$ cat src/design/ghfp_pkg.sv
// Package for the gamepad hex frame parser: sizes, register indexes and the hex decoder.
`timescale 1ns / 1ps

package ghfp_pkg;

    // Default frame length in bytes: start byte, payload characters, end byte.
    localparam int FRAME_LENGTH_DEF = 18;

    // Payload characters that are decoded, and the stored fields they give.
    localparam int PAYLOAD_CHARS = 16;
    localparam int AXIS_COUNT    = 6;
    localparam int BUTTON_COUNT  = 4;

    // Quiet-time counter width; it stops at its all-ones value.
    localparam int QUIET_W = 17;
    localparam logic [QUIET_W-1:0] QUIET_MAX = {QUIET_W{1'b1}};

    // Full-scale axis value, used for the Y inversion.
    localparam logic [7:0] AXIS_FULL = 8'd255;

    // Configuration port.
    localparam int CFG_INDEX_W = 3;
    localparam int CFG_DATA_W  = 16;

    localparam logic [CFG_INDEX_W-1:0] CFG_START_MARKER   = 3'd0;
    localparam logic [CFG_INDEX_W-1:0] CFG_END_MARKER     = 3'd1;
    localparam logic [CFG_INDEX_W-1:0] CFG_TIMEOUT_TICKS  = 3'd2;
    localparam logic [CFG_INDEX_W-1:0] CFG_INVERT_LEFT_Y  = 3'd3;
    localparam logic [CFG_INDEX_W-1:0] CFG_INVERT_RIGHT_Y = 3'd4;

    localparam logic [15:0] TIMEOUT_RESET = 16'd1000;

    // Input item kinds.
    localparam logic OP_BYTE = 1'b0;
    localparam logic OP_TICK = 1'b1;

    // Output beat layout.
    localparam int OUT_DATA_W = 72;

    // ASCII hex character to nibble; anything that is not hex gives zero.
    function automatic logic [3:0] hex_nibble(input logic [7:0] c);
        logic [3:0] n;
        n = 4'd0;
        if (c >= 8'h30 && c <= 8'h39)
        begin
            n = c[3:0];
        end
        else if ((c >= 8'h41 && c <= 8'h46) || (c >= 8'h61 && c <= 8'h66))
        begin
            n = c[3:0] + 4'd9;
        end
        return n;
    endfunction

endpackage

$ cat src/design/gamepad_hex_frame_parser.sv
// Top level of the gamepad hex frame parser: byte window, frame match, decode, link watch.
`timescale 1ns / 1ps
// The result of an accepted input beat is registered and shows on the master side in the next cycle.
// Throughput: one item per cycle; the window shift and the hex decode sit between the
// input handshake and the result register, so a new beat is taken while a result waits
// only if the result register is being emptied in the same cycle.
// Reset (rst_n low, asynchronous): window empty, stored values zero, quiet time zero,
// start and end markers zero, timeout 1000 ticks, no Y inversion, no result pending.

module gamepad_hex_frame_parser
    import ghfp_pkg::*;
#(
    parameter int FRAME_LENGTH = FRAME_LENGTH_DEF
)
(
    input  logic                   clk,
    input  logic                   rst_n,

    // Input stream
    input  logic                   s_tvalid,
    output logic                   s_tready,
    input  logic [7:0]             s_tdata,   // [7:0] rx_byte
    input  logic                   s_tuser,   // [0] operation (0 byte, 1 tick)

    // Result stream
    output logic                   m_tvalid,
    input  logic                   m_tready,
    // [7:0] left_x, [15:8] left_y, [23:16] left_trigger, [31:24] right_x,
    // [39:32] right_y, [47:40] right_trigger, [51:48] dpad_nibble,
    // [55:52] misc_nibble, [59:56] shoulder_nibble, [63:60] face_nibble,
    // [64] link_ok, [71:65] zero
    output logic [OUT_DATA_W-1:0]  m_tdata,
    output logic                   m_tuser,   // [0] frame_valid

    // Configuration writes
    input  logic                   cfg_valid,
    output logic                   cfg_ready,
    input  logic [CFG_INDEX_W-1:0] cfg_index,
    input  logic [CFG_DATA_W-1:0]  cfg_data
);

    localparam int FILL_W = $clog2(FRAME_LENGTH + 1);
    localparam logic [FILL_W-1:0] FILL_FULL = FILL_W'(FRAME_LENGTH);
    localparam logic [FILL_W-1:0] FILL_LAST = FILL_W'(FRAME_LENGTH - 1);

    // Configuration registers
    logic [7:0]   start_marker_reg;
    logic [7:0]   end_marker_reg;
    logic [15:0]  timeout_ticks_reg;
    logic         invert_left_y_reg;
    logic         invert_right_y_reg;

    // Parser state
    logic [7:0]        win_reg  [FRAME_LENGTH];
    logic [7:0]        win_next [FRAME_LENGTH];
    logic [FILL_W-1:0] fill_count_reg;
    logic [FILL_W-1:0] fill_count_next;
    logic [7:0]        axis_reg    [AXIS_COUNT];
    logic [7:0]        axis_next   [AXIS_COUNT];
    logic [3:0]        button_reg  [BUTTON_COUNT];
    logic [3:0]        button_next [BUTTON_COUNT];
    logic [QUIET_W-1:0] quiet_reg;
    logic [QUIET_W-1:0] quiet_next;

    // Result register
    logic                  out_valid_reg;
    logic [OUT_DATA_W-1:0] out_data_reg;
    logic [OUT_DATA_W-1:0] out_data_next;
    logic                  out_frame_reg;

    logic       in_beat;
    logic       is_byte;
    logic       frame_match;
    logic [3:0] nib [PAYLOAD_CHARS];
    logic [7:0] left_y_out;
    logic [7:0] right_y_out;
    logic       link_ok_next;

    assign cfg_ready = 1'b1;
    assign s_tready  = !out_valid_reg || m_tready;
    assign in_beat   = s_tvalid && s_tready;
    assign is_byte   = (s_tuser == OP_BYTE);

    assign m_tvalid = out_valid_reg;
    assign m_tdata  = out_data_reg;
    assign m_tuser  = out_frame_reg;

    // Configuration writes; unknown indexes are dropped.
    always_ff @(posedge clk or negedge rst_n)
    begin
        if (!rst_n)
        begin
            start_marker_reg   <= 8'd0;
            end_marker_reg     <= 8'd0;
            timeout_ticks_reg  <= TIMEOUT_RESET;
            invert_left_y_reg  <= 1'b0;
            invert_right_y_reg <= 1'b0;
        end
        else if (cfg_valid && cfg_ready)
        begin
            case (cfg_index)
                CFG_START_MARKER:   start_marker_reg   <= cfg_data[7:0];
                CFG_END_MARKER:     end_marker_reg     <= cfg_data[7:0];
                CFG_TIMEOUT_TICKS:  timeout_ticks_reg  <= cfg_data;
                CFG_INVERT_LEFT_Y:  invert_left_y_reg  <= cfg_data[0];
                CFG_INVERT_RIGHT_Y: invert_right_y_reg <= cfg_data[0];
                default:            ;
            endcase
        end
    end

    // The window always shifts the new byte in at the top. Once a full frame's worth of
    // bytes has arrived since the last refill, the window holds exactly those bytes.
    always_comb
    begin
        for (int i = 0; i < FRAME_LENGTH - 1; i++)
        begin
            win_next[i] = win_reg[i + 1];
        end
        win_next[FRAME_LENGTH - 1] = s_tdata;
    end

    // A byte matches when it fills the window and the markers sit at both ends.
    assign frame_match = is_byte && (fill_count_reg >= FILL_LAST)
                         && (win_next[0] == start_marker_reg)
                         && (s_tdata == end_marker_reg);

    // Hex decode of the payload characters that follow the start byte.
    always_comb
    begin
        for (int i = 0; i < PAYLOAD_CHARS; i++)
        begin
            nib[i] = hex_nibble(win_next[i + 1]);
        end
    end

    // Next values of the stores, the fill count and the quiet timer.
    always_comb
    begin
        for (int i = 0; i < AXIS_COUNT; i++)
        begin
            axis_next[i] = frame_match ? {nib[2 * i], nib[2 * i + 1]} : axis_reg[i];
        end
        for (int i = 0; i < BUTTON_COUNT; i++)
        begin
            button_next[i] = frame_match ? nib[2 * AXIS_COUNT + i] : button_reg[i];
        end

        fill_count_next = fill_count_reg;
        quiet_next      = quiet_reg;
        if (frame_match)
        begin
            fill_count_next = '0;
            quiet_next      = '0;
        end
        else if (is_byte)
        begin
            if (fill_count_reg < FILL_FULL)
            begin
                fill_count_next = fill_count_reg + 1'b1;
            end
        end
        else if (quiet_reg != QUIET_MAX)
        begin
            quiet_next = quiet_reg + 1'b1;
        end
    end

    // Result beat: held values with the Y inversion applied, and the link state.
    assign left_y_out   = invert_left_y_reg  ? (AXIS_FULL - axis_next[1]) : axis_next[1];
    assign right_y_out  = invert_right_y_reg ? (AXIS_FULL - axis_next[4]) : axis_next[4];
    assign link_ok_next = (quiet_next <= {1'b0, timeout_ticks_reg});

    assign out_data_next = {7'd0, link_ok_next,
                            button_next[3], button_next[2], button_next[1], button_next[0],
                            axis_next[5], right_y_out, axis_next[3],
                            axis_next[2], left_y_out, axis_next[0]};

    // Window shift on byte beats only.
    always_ff @(posedge clk)
    begin
        if (in_beat && is_byte)
        begin
            for (int i = 0; i < FRAME_LENGTH; i++)
            begin
                win_reg[i] <= win_next[i];
            end
        end
    end

    // Control state and stored frame fields.
    always_ff @(posedge clk or negedge rst_n)
    begin
        if (!rst_n)
        begin
            fill_count_reg <= '0;
            quiet_reg      <= '0;
            for (int i = 0; i < AXIS_COUNT; i++)
            begin
                axis_reg[i] <= 8'd0;
            end
            for (int i = 0; i < BUTTON_COUNT; i++)
            begin
                button_reg[i] <= 4'd0;
            end
        end
        else if (in_beat)
        begin
            fill_count_reg <= fill_count_next;
            quiet_reg      <= quiet_next;
            for (int i = 0; i < AXIS_COUNT; i++)
            begin
                axis_reg[i] <= axis_next[i];
            end
            for (int i = 0; i < BUTTON_COUNT; i++)
            begin
                button_reg[i] <= button_next[i];
            end
        end
    end

    // Result register valid flag.
    always_ff @(posedge clk or negedge rst_n)
    begin
        if (!rst_n)
        begin
            out_valid_reg <= 1'b0;
        end
        else if (in_beat)
        begin
            out_valid_reg <= 1'b1;
        end
        else if (m_tready)
        begin
            out_valid_reg <= 1'b0;
        end
    end

    // Result register payload.
    always_ff @(posedge clk)
    begin
        if (in_beat)
        begin
            out_data_reg  <= out_data_next;
            out_frame_reg <= frame_match;
        end
    end

    // A completed frame always reports a good link.
    a_frame_link_ok: assert property (@(posedge clk) disable iff (!rst_n)
        (m_tvalid && m_tuser) |-> m_tdata[64])
        else $error("frame result without link_ok");

    // A matched frame empties the window.
    a_match_refill: assert property (@(posedge clk) disable iff (!rst_n)
        (in_beat && frame_match) |=> (fill_count_reg == '0))
        else $error("window not emptied after a frame");

    // The fill count never passes the frame length.
    a_fill_bound: assert property (@(posedge clk) disable iff (!rst_n)
        fill_count_reg <= FILL_FULL)
        else $error("fill count out of range");

    // A tick leaves the window untouched.
    a_tick_window: assert property (@(posedge clk) disable iff (!rst_n)
        (in_beat && !is_byte) |=> $stable(fill_count_reg))
        else $error("tick changed the window fill");

endmodule
$ cat config.mk
export PLATFORM = sky130hd
export DESIGN_NAME = gamepad_hex_frame_parser
export DESIGN_NICKNAME = d
export VERILOG_FILES = /design/src/design/ghfp_pkg.sv /design/src/design/gamepad_hex_frame_parser.sv
export SDC_FILE = /design/constraint.sdc
export NUM_CORES = 1
export LEC_CHECK = 0
export BUFFER_PORTS_ARGS = -buffer_cell sky130_fd_sc_hd__buf_2
export CAP_MARGIN = 25
export CORE_ASPECT_RATIO = 0.9
export CORE_UTILIZATION = 60
export CTS_BUF_LIST = sky130_fd_sc_hd__clkbuf_2
export DETAILED_ROUTE_END_ITERATION = 10
export GPL_TIMING_DRIVEN = 1
export PLACE_DENSITY_LB_ADDON = 0.05
export SLEW_MARGIN = 10
export SYNTH_ARGS = -nofsm -noshare
export SYNTH_HDL_FRONTEND = slang
export SYNTH_SLANG_ARGS = --single-unit
$ cat constraint.sdc
create_clock -name clk -period 19 [get_ports clk]
set_clock_uncertainty 0.15 [all_clocks]
set_input_delay 5.7 -clock clk [delete_from_list [all_inputs] [get_ports clk]]
set_output_delay 5.7 -clock clk [all_outputs]
set_load 0.03 [all_outputs]
# After elaboration in Yosys (flattened, before gate mapping)
# Memory sizes are Yosys's and may differ from the RTL's.
# Cells that the tools add are included.
dict set report classes {
  bitwise 1
  eq_ne 8
  mux 54
  n_addsub 20
  order_cmp 99
  reduce_logical 80
}
# cell n
set op_table {}
lappend op_table {{8-bit by 7-bit greater-or-equal comparator with 1-bit output (second input constant)} 32}
lappend op_table {{8-bit by 7-bit less-or-equal comparator with 1-bit output (second input constant)} 32}
lappend op_table {{4-bit two-way mux} 36}
lappend op_table {{8-bit by 6-bit greater-or-equal comparator with 1-bit output (second input constant)} 16}
lappend op_table {{8-bit by 6-bit less-or-equal comparator with 1-bit output (second input constant)} 16}
lappend op_table {{4-bit adder (second input constant)} 16}
lappend op_table {{8-bit two-way mux} 8}
lappend op_table {{1-bit logical AND} 53}
lappend op_table {{17-bit two-way mux} 3}
lappend op_table {{17-bit by 1-bit adder with 17-bit output (second input constant)} 1}
lappend op_table {{17-bit by 16-bit less-or-equal comparator with 1-bit output} 1}
lappend op_table {{1-bit logical OR} 17}
lappend op_table {{17-bit != test (second input constant)} 1}
lappend op_table {{8-bit == test} 2}
lappend op_table {{8-bit subtractor (first input constant)} 2}
lappend op_table {{5-bit two-way mux} 3}
lappend op_table {{2-bit AND reduction} 5}
lappend op_table {{3-bit by 2-bit == test with 1-bit output (second input constant)} 2}
lappend op_table {{5-bit by 1-bit adder with 5-bit output (second input constant)} 1}
lappend op_table {{5-bit greater-or-equal comparator (second input constant)} 1}
lappend op_table {{5-bit < comparator (second input constant)} 1}
lappend op_table {{1-bit two-way mux} 4}
lappend op_table {{2-bit nonzero test} 2}
lappend op_table {{3-bit by 1-bit == test with 1-bit output (second input constant)} 1}
lappend op_table {{6 further kinds} 6}
dict set report totals {
  input_bits 33
  ram_bits 144
  wordCells 283
  regBits 187
  memories 1
  output_inout_bits 76
}
# name words word_bits read_ports rd_clocked_by_memory_dff write_ports line
set memory_table {}
lappend memory_table {win_reg 18 8 17 0 18 gamepad_hex_frame_parser.sv:54} ;# logic [7:0] win_reg [FRAME_LENGTH];

# Depth between registers and ports, before layout
# Gate-level depths: netlist of run 1.
# An unclocked memory read counts as a cell.
dict set report logic_depth {
  depth_word 9
  ltp_mapped 17
  mapped_depth_nobuf 14
}

# Worst setup path before layout of run 1
# Ideal clock, no wire load.
dict set report synth_timing {
  path_type {input port to flip-flop}
  from {input m_tready}
  to {register fill_count_reg[3]}
  arrival_ns 13.024
  stages 5
  required_ns 18.727
  setup_ns 0.123
  path_buffers 0
  setup_slack_ns 5.704
  path_cell_list {nand2b_1 > nand2_1 > nor2_1 > o21ai_0 > a21o_1}
}
dict set report synth_via {
  elab_chain_len 3
}
# element line
set synth_lines {}
lappend synth_lines {{from (decl)} gamepad_hex_frame_parser.sv:27} ;# input logic m_tready,
lappend synth_lines {{1-bit logical OR} gamepad_hex_frame_parser.sv:80} ;# assign s_tready = !out_valid_reg || m_tready;
lappend synth_lines {{1-bit logical AND} gamepad_hex_frame_parser.sv:81} ;# assign in_beat = s_tvalid && s_tready;
lappend synth_lines {{3-bit AND reduction (no line)} n/a}
lappend synth_lines {{to (signal assigned)} gamepad_hex_frame_parser.sv:209} ;# fill_count_reg <= fill_count_next;
lappend synth_lines {{to (decl)} gamepad_hex_frame_parser.sv:56} ;# logic [FILL_W-1:0] fill_count_reg;
# No other way between the ends.
# A chain may end at the register's enable or synchronous reset.

# Final worst setup path of run 1
dict set report layout_timing {
  from {input m_tready}
  to {output s_tready}
}
dict set report layout_via {
  elab_chain_len 1
}
# element line
set layout_lines {}
lappend layout_lines {{1-bit logical OR} gamepad_hex_frame_parser.sv:80}
lappend layout_lines {{to (decl)} gamepad_hex_frame_parser.sv:21} ;# output logic s_tready,
# No other way between the ends.

==> results of run 1 <==
-- synthesized netlist by cell type, drive strengths merged, types with 3 or more instances --
cell type / instances / share of area [%]
and3: 5 / 0.21
o21ai: 122 / 4.1
a21o: 11 / 0.55
mux2: 54 / 4.0
nor3: 14 / 0.60
nor2b: 4 / 0.17
ha: 67 / 5.6
xor2: 6 / 0.35
nand2b: 8 / 0.33
a22o: 11 / 0.64
a311oi: 5 / 0.29
nand4: 11 / 0.46
o21bai: 19 / 0.95
edfxtp: 202 / 40
xnor2: 41 / 2.4
or4: 4 / 0.20
buf: 25 / 1.1
a31oi: 4 / 0.17
a2111oi: 11 / 0.76
o311ai: 3 / 0.17
dfrtp: 115 / 19
a22oi: 12 / 0.60
nor4b: 16 / 0.97
nand2: 149 / 3.8
o21a: 3 / 0.15
clkbuf: 20 / 0.51
a32oi: 9 / 0.52
a21oi: 54 / 1.8
nand3: 17 / 0.72
and2: 3 / 0.12
nor4bb: 4 / 0.27
dfstp: 6 / 1.0
nor2: 54 / 1.4
mux2i: 24 / 1.6
and4: 4 / 0.24
inv: 70 / 1.7
a32o: 3 / 0.20
nor3b: 10 / 0.50
-- critical path, delay by kind of cell --
kind                   cells  cell delay, ns
buffers and inverters      2            0.28
AND/OR/NAND/NOR            1            0.15
-- metrics by stage --
step                hold slack (ns)  util [%]  power (mW)
floorplan                     0.267         -       0.951
global placement              0.284      64.9       0.993
detailed placement            0.284      64.9        1.00
CTS                           0.293      68.0        1.47
global route                  0.309      68.3        1.53
finish                        0.302      68.3        1.45
-- report_power, final --
part	total, mW	switching (mW)	internal [mW]
clock network	0.468	0.276	0.193
logic	0.152	0.0893	0.0623
registers	0.834	0.0386	0.796
total	1.45	0.404	1.05
-- placed cells by master (no fill, tap or decap), drive strengths merged, types with 9 or more instances in the layout --
cell	synthesis	routed
nand2	149	149
a32oi	9	9
a2111oi	11	11
a21o	11	11
nor3b	10	10
inv	70	72
clkinv	0	12
nor2	54	54
buf	25	111
clkbuf	20	131
mux2	54	54
o21ai	122	122
a21oi	54	54
nand3	17	17
nand4	11	11
dfrtp	115	115
a22oi	12	12
nor4b	16	16
xnor2	41	41
edfxtp	202	202
a22o	11	11
o21bai	19	19
mux2i	24	24
nor3	14	14
ha	67	67
-- cell type report --
cell class | instances | area share [%]
Sequential cell | 323 | 54.6
Multi-Input combinational cell | 792 | 32.9
Clock buffer | 130 | 3.91
Timing Repair Buffer | 115 | 3.88
Tap cell | 336 | 2.52
Inverter | 70 | 1.58
Clock inverter | 17 | 0.593
Antenna cell | 1 | 0.0150
-- worst max path at each step --
stage / end / slack [ns] / depth (start not counted)
after floorplan: fill_count_reg[3] / 5.70 / 5
after global placement: s_tready / 7.02 / 3
after detailed placement: s_tready / 7.02 / 3
after CTS: s_tready / 7.02 / 3
after global routing: s_tready / 6.99 / 3
final: s_tready / 7.02 / 3
-- metal layers --
layer,up-vias,routed length (um)
met5,-,0
met4,0,714
met3,62,1600
met2,276,13400
met1,4841,14400
li1,4813,-
-- cells by family after synthesis --
kind of cell	share of synthesized area (%)
and+or+nand+nor	10.7
muxes	5.64
buffers and inverters	3.35
other	0.0500
xor gates and xnor gates	2.74
DFF	60.6
AOI/OAI and AO/OA	11.4
adders and majority gates	5.58
==> summary.md, run 1 <==
| Metric | Value |
|---|---|
| Status | finished, final reports clean |
| Design area | 16700 um2 |
| Max reg flops | 136 |
| Pwr Density | about 87 nW/um2 |
| Primary FF master, synth | edfxtp_1 |
| Worst Setup Slack, final | 7.02 ns |
| Sequential fraction of the synthesis area | 60.6% |
| Fin cells | 1784 |
| Post-CTS sizing | 0 |
| Full die area | 25700 um2 |
| Via count | 9992 |
| Cts bufs inserted | 79 |
| Largest net degree at the start of global routing | around 100 |
| Area of the core | ~24000 um2 |
| Slew HR | between 30% and 40% |
| Vias in the first global route | 9673 |
| Worst ir drop on vdd | 0.0495 mV |
| CTS Buffer Depth | 3 |
| Capture point of the worst reg-to-reg path | m_tdata[64] |
| Area after DPL | 15800 um2 |
| Synth async-reset ratio | a little under two fifths |
| Critical Path Source | m_tready |
| Critical path data arrival time | 6.13 ns |
| Cells after synthesis | 1224 |
| Yosys reg bits | 323 |
| Leak pwr | 6.88 nW |
| Netlist cell types | 70 |
| Sink Count | 323 |
| Critical path fanouts, max | 3 |
| Global-route wire length before repair | 48.9 mm |
| Layout area overhead | 10.9% |
| Register Area | 9100 um2 |
| Starting Density | 61.6% |
| M2 GR Usage | 35.4% |
| GRT Util Overall | 24.2% |
| Startpoint Class | input pin |
| Final Cycle Share | 63.1% |
| Most Used Layer, Global Route | met1 |
| Drt initial violations | 669 |
| Clk Latency, worst-skew pair | 0.85 ns |
| I/O Buffers | 100 |
| Worst hold stages | 0 |
| Place WS | between 7 and 8 ns |
| Ports | 109 |
| HP Class | reg -> reg |
| Hpwl dp | 19.5 mm |
| Worst-Margin Slew | 1.00 ns |
| Clock Pin Slew Worst Setup and Hold Paths | 0.12 ns |
| CP Cell Sequence | buf_2 > nand2b_1 > buf_2 |
| CTS tree | done |
| WHS Endpoint | win_reg[12][5] |
| Total negative slack | 0 ns |
| Number of vias per cell | between 5 and 6 |
| Horiz. Die Dim | around 170 um |
| Gpl congestion | 0.860 |
| Fillers | between 1500 and 2000 |
| Clock period minus worst slack | around 12 ns |
| Slowest-stage cell, CP | buf_2 |
| Most used cell, CP | buf_2 |
| Die Height | 152 um |
| Worst setup EP type | output port |
| Antenna-violating nets left | 0 |
| Hold Startpoint | win_reg[13][5] |
| GR Layer Usage met1 | between 30% and 40% |
| YS warnings | 0 |
| Final setup violating endpoints | 0 |
| MaxCap Viol Count | 0 |
| Crit path required time | 13.15 ns |
| # rows | 54 |
| Residual DRC | 0 |
| Grt total ovfl | 0 |
| Final WL | 30.1 mm |
| Worst r2r path cells | 13 |
| H-tree depth | 3 |
| Fraction of layout cells with a size suffix above 1 | 22.8% |
| Placed Cells | 1631 |
| Reg-to-Reg Start | start_marker_reg[7] |
| Fin. Hold Viols | 0 |
| Initial antenna violation count | 1 |
| Kind of critical path | in -> out |
| FMAX | 83.5 MHz |
| Post-CTS setup repair buffer count | 0 |
| Multi-input logic area | ~5500 um2 |
| RSZ-0062 raised after global routing | false |
| Drt pass-1 iters | 5 |
| Hold buffer count at CTS | 0 |
| Syn Area/Cell | about 12 um2 |
| Max Slew Vio Count | 0 |
| CP peak stage delay | 0.19 ns |
| Syn Std Cell Area | 15000 um2 |
| WL per Instance | 16.9 um |
| CTS Root Cell | clkbuf_2 |
| Post-synth EDFFs | about 200 |
| R2R Setup Slk | 14.93 ns |
| Grt met3 use | approximately 5% |
| Nets | roughly 1500 |
No activity file was read; power rests on OpenSTA's default activity.
==> inputs of run 2 (changes only) <==
- CORE_UTILIZATION: 60 -> 57
- clock period: 19 -> 9.9 ns (I/O delays scaled with it)
==> run 2 against run 1 <==
Compared with the run above:
- via count fell by 1.4%
- critical endpoint unchanged
- register-to-register slack worse by 9.2 ns
- flip-flop and latch count did not move
- critical path type unchanged
- cell count is 0.67% higher
- largest power group unchanged
- first-iteration DRC count rose by 6.1%
- final area is 0.25% lower
- sequential power grew 92%
- hold slack got worse by 0.031 ns
==> summary.md, run 2 (synthesis results as in run 1) <==
| Metric | Value |
|---|---|
| Status | finished, final reports clean |
| Residual DRC | 0 |
| HP Class | reg -> reg |
| Reg-to-Reg Start | start_marker_reg[5] |
| Clock Pin Slew Worst Setup and Hold Paths | 0.11 ns |
| RSZ-0062 raised after global routing | false |
| Largest net degree at the start of global routing | 101 |
| Final hold slack | 0.271 ns |
| Commonest cells after routing, fill and taps aside | edfxtp_1 (202), nand2_1 (148), clkbuf_2 (123) |
| CTS tree | done |
| Crit path required time | 6.78 ns |
| Worst-Margin Slew | 1.07 ns |
| Grt total ovfl | 0 |
| CTS Buffer Depth | 3 |
| GRT Util Overall | 22.4% |
| CTS Root Cell | clkbuf_2 |
| Number of vias per cell | 5.49 |
| # rows | 56 |
| Total negative slack | 0 ns |
| I/O Buffers | 100 |
| Power share of the combinational group | 10.4% |
| Area of the core | 26000 um2 |
| MaxCap Viol Count | 0 |
| Hpwl dp | 19.5 mm |
| Die Height | 156 um |
| Worst setup EP type | output port |
| Max reg flops | 136 |
| Capture point of the worst reg-to-reg path | m_tdata[64] |
| Full die area | 27000 um2 |
| Clock power share | between 30% and 40% |
| Starting Density | between 50% and 60% |
| Pwr Density | between 150 and 200 nW/um2 |
| Antenna-violating nets left | 0 |
| Vias in the first global route | between 9000 and 10000 |
| Critical path fanouts, max | 3 |
| Most used cell, CP | buf_2 |
| Final WL | between 20 and 30 mm |
| FMAX | 153 MHz |
| Critical path capture point | s_tready |
| Sequential share of power | 57.4% |
| P_int | 2.00 mW |
| Worst ir drop on vdd | 0.0983 mV |
| Fraction of layout cells with a size suffix above 1 | roughly 22% |
| Post-CTS setup repair buffer count | 0 |
| Hold buffer count at CTS | 0 |
| R2R Setup Slk | 5.74 ns |
| CP bufs+invs | 2 |
| Drt pass-1 iters | 7 |
| Initial antenna violation count | 1 |
| Switching Share | 28.2% |
| Fin. Hold Viols | 0 |
| Kind of critical path | in -> out |
| Final setup violating endpoints | 0 |
| Max Slew Vio Count | 0 |
| Layout area overhead | 10.6% |
| WL per Instance | roughly 16 um |
| Commonest non-fill, non-tap cell in the layout | edfxtp_1 |
| Worst r2r path cells | 12 |
| Cts bufs inserted | between 80 and 90 |
| Slew HR | 26.5% |
| CP Cell Sequence | buf_2 > nand2b_1 > buf_2 |
| CP peak stage delay | 0.19 ns |
| Horiz. Die Dim | 173 um |
| Drt initial violations | 710 |
| Via count | ~9900 |
| Slowest-stage cell, CP | buf_2 |
| Net Sw Power | between 0.7 and 0.8 mW |
| Leak pwr | 6.80 nW |
| Crit path depth | 3 |
| Clock period minus worst slack | 6.53 ns |
| Gpl congestion | 0.820 |
| H-tree depth | 3 |
| Ports | 109 |
| Sink Count | 323 |
| Startpoint Class | input pin |
| Clk Latency, worst-skew pair | 0.87 ns |
| Nets | 1480 |
| Critical path data arrival time | 3.41 ns |
| Critical Path Source | m_tready |
| CP delay by family, top | buffers and inverters |
| Post-CTS sizing | 0 |
| Final Cycle Share | 66.0% |
| Global-route wire length before repair | 47.7 mm |
## run 2: cell types whose count changed in the layout (fill, tap and decap cells not counted)
cell            previous run  this run
clkinv_1                  10        19
clkbuf_2                 130       123
clkinv_2                   2         5
dlymetal6s2s_1             3         0
clkinvlp_4                 2         0
a2111oi_0                  5         4
a2111oi_1                  4         5
buf_16                     1         0
clkinv_4                   0         1
## run 2: area by class of cell
class,instances,area [um2]
tap,348,435
fill,2092,9380
sequential,323,9100
multi-input combinational,792,5480
clock buffer,123,616
antenna,1,2.50
timing repair buffer,111,582
clock inverter,28,141
inverter,70,264
## run 2: how the worst min path moves through the flow
| stage | start | to | slack, ns | cells after the start |
|---|---|---|---|---|
| after floorplan | win_reg[4][5] | win_reg[3][5] | 0.27 | 0 |
| after global placement | win_reg[12][5] | win_reg[11][5] | 0.29 | 0 |
| after detailed placement | win_reg[8][5] | win_reg[7][5] | 0.29 | 0 |
| after CTS | win_reg[5][6] | win_reg[4][6] | 0.26 | 0 |
| after global routing | win_reg[5][6] | win_reg[4][6] | 0.27 | 0 |
| final | win_reg[5][6] | win_reg[4][6] | 0.27 | 0 |
## run 2: layer usage
layer  GRT usage, %  vias up  share of wire, %
met5              0        -                 0
met1           32.9     4740                50
met4           8.30        0               1.9
met2           33.1      233                43
met3           4.68       54               5.1
li1               -     4826                 -
## run 2: power by group through the flow
stage	clock (mW)	combinational (mW)	sequential, mW
2_1_floorplan	0	0.185	1.64
3_3_place_gp	0	0.283	1.63
3_5_place_dp	0	0.290	1.63
4_1_cts	0.936	0.293	1.60
5_1_grt	0.995	0.327	1.61
6_report	0.899	0.290	1.60
## run 2: stage by stage
stage	setup WS (ns)	total power, mW	utilization, %	instance area, um2	cells
CTS	3.37	2.83	63.9	16600	1794
global route	3.35	2.94	63.9	16600	1796
floorplan	1.81	1.82	-	15100	1230
detailed placement	3.28	1.92	61.0	15900	1643
finish	3.37	2.79	63.9	16600	1796
global placement	3.39	1.91	61.0	15900	1643
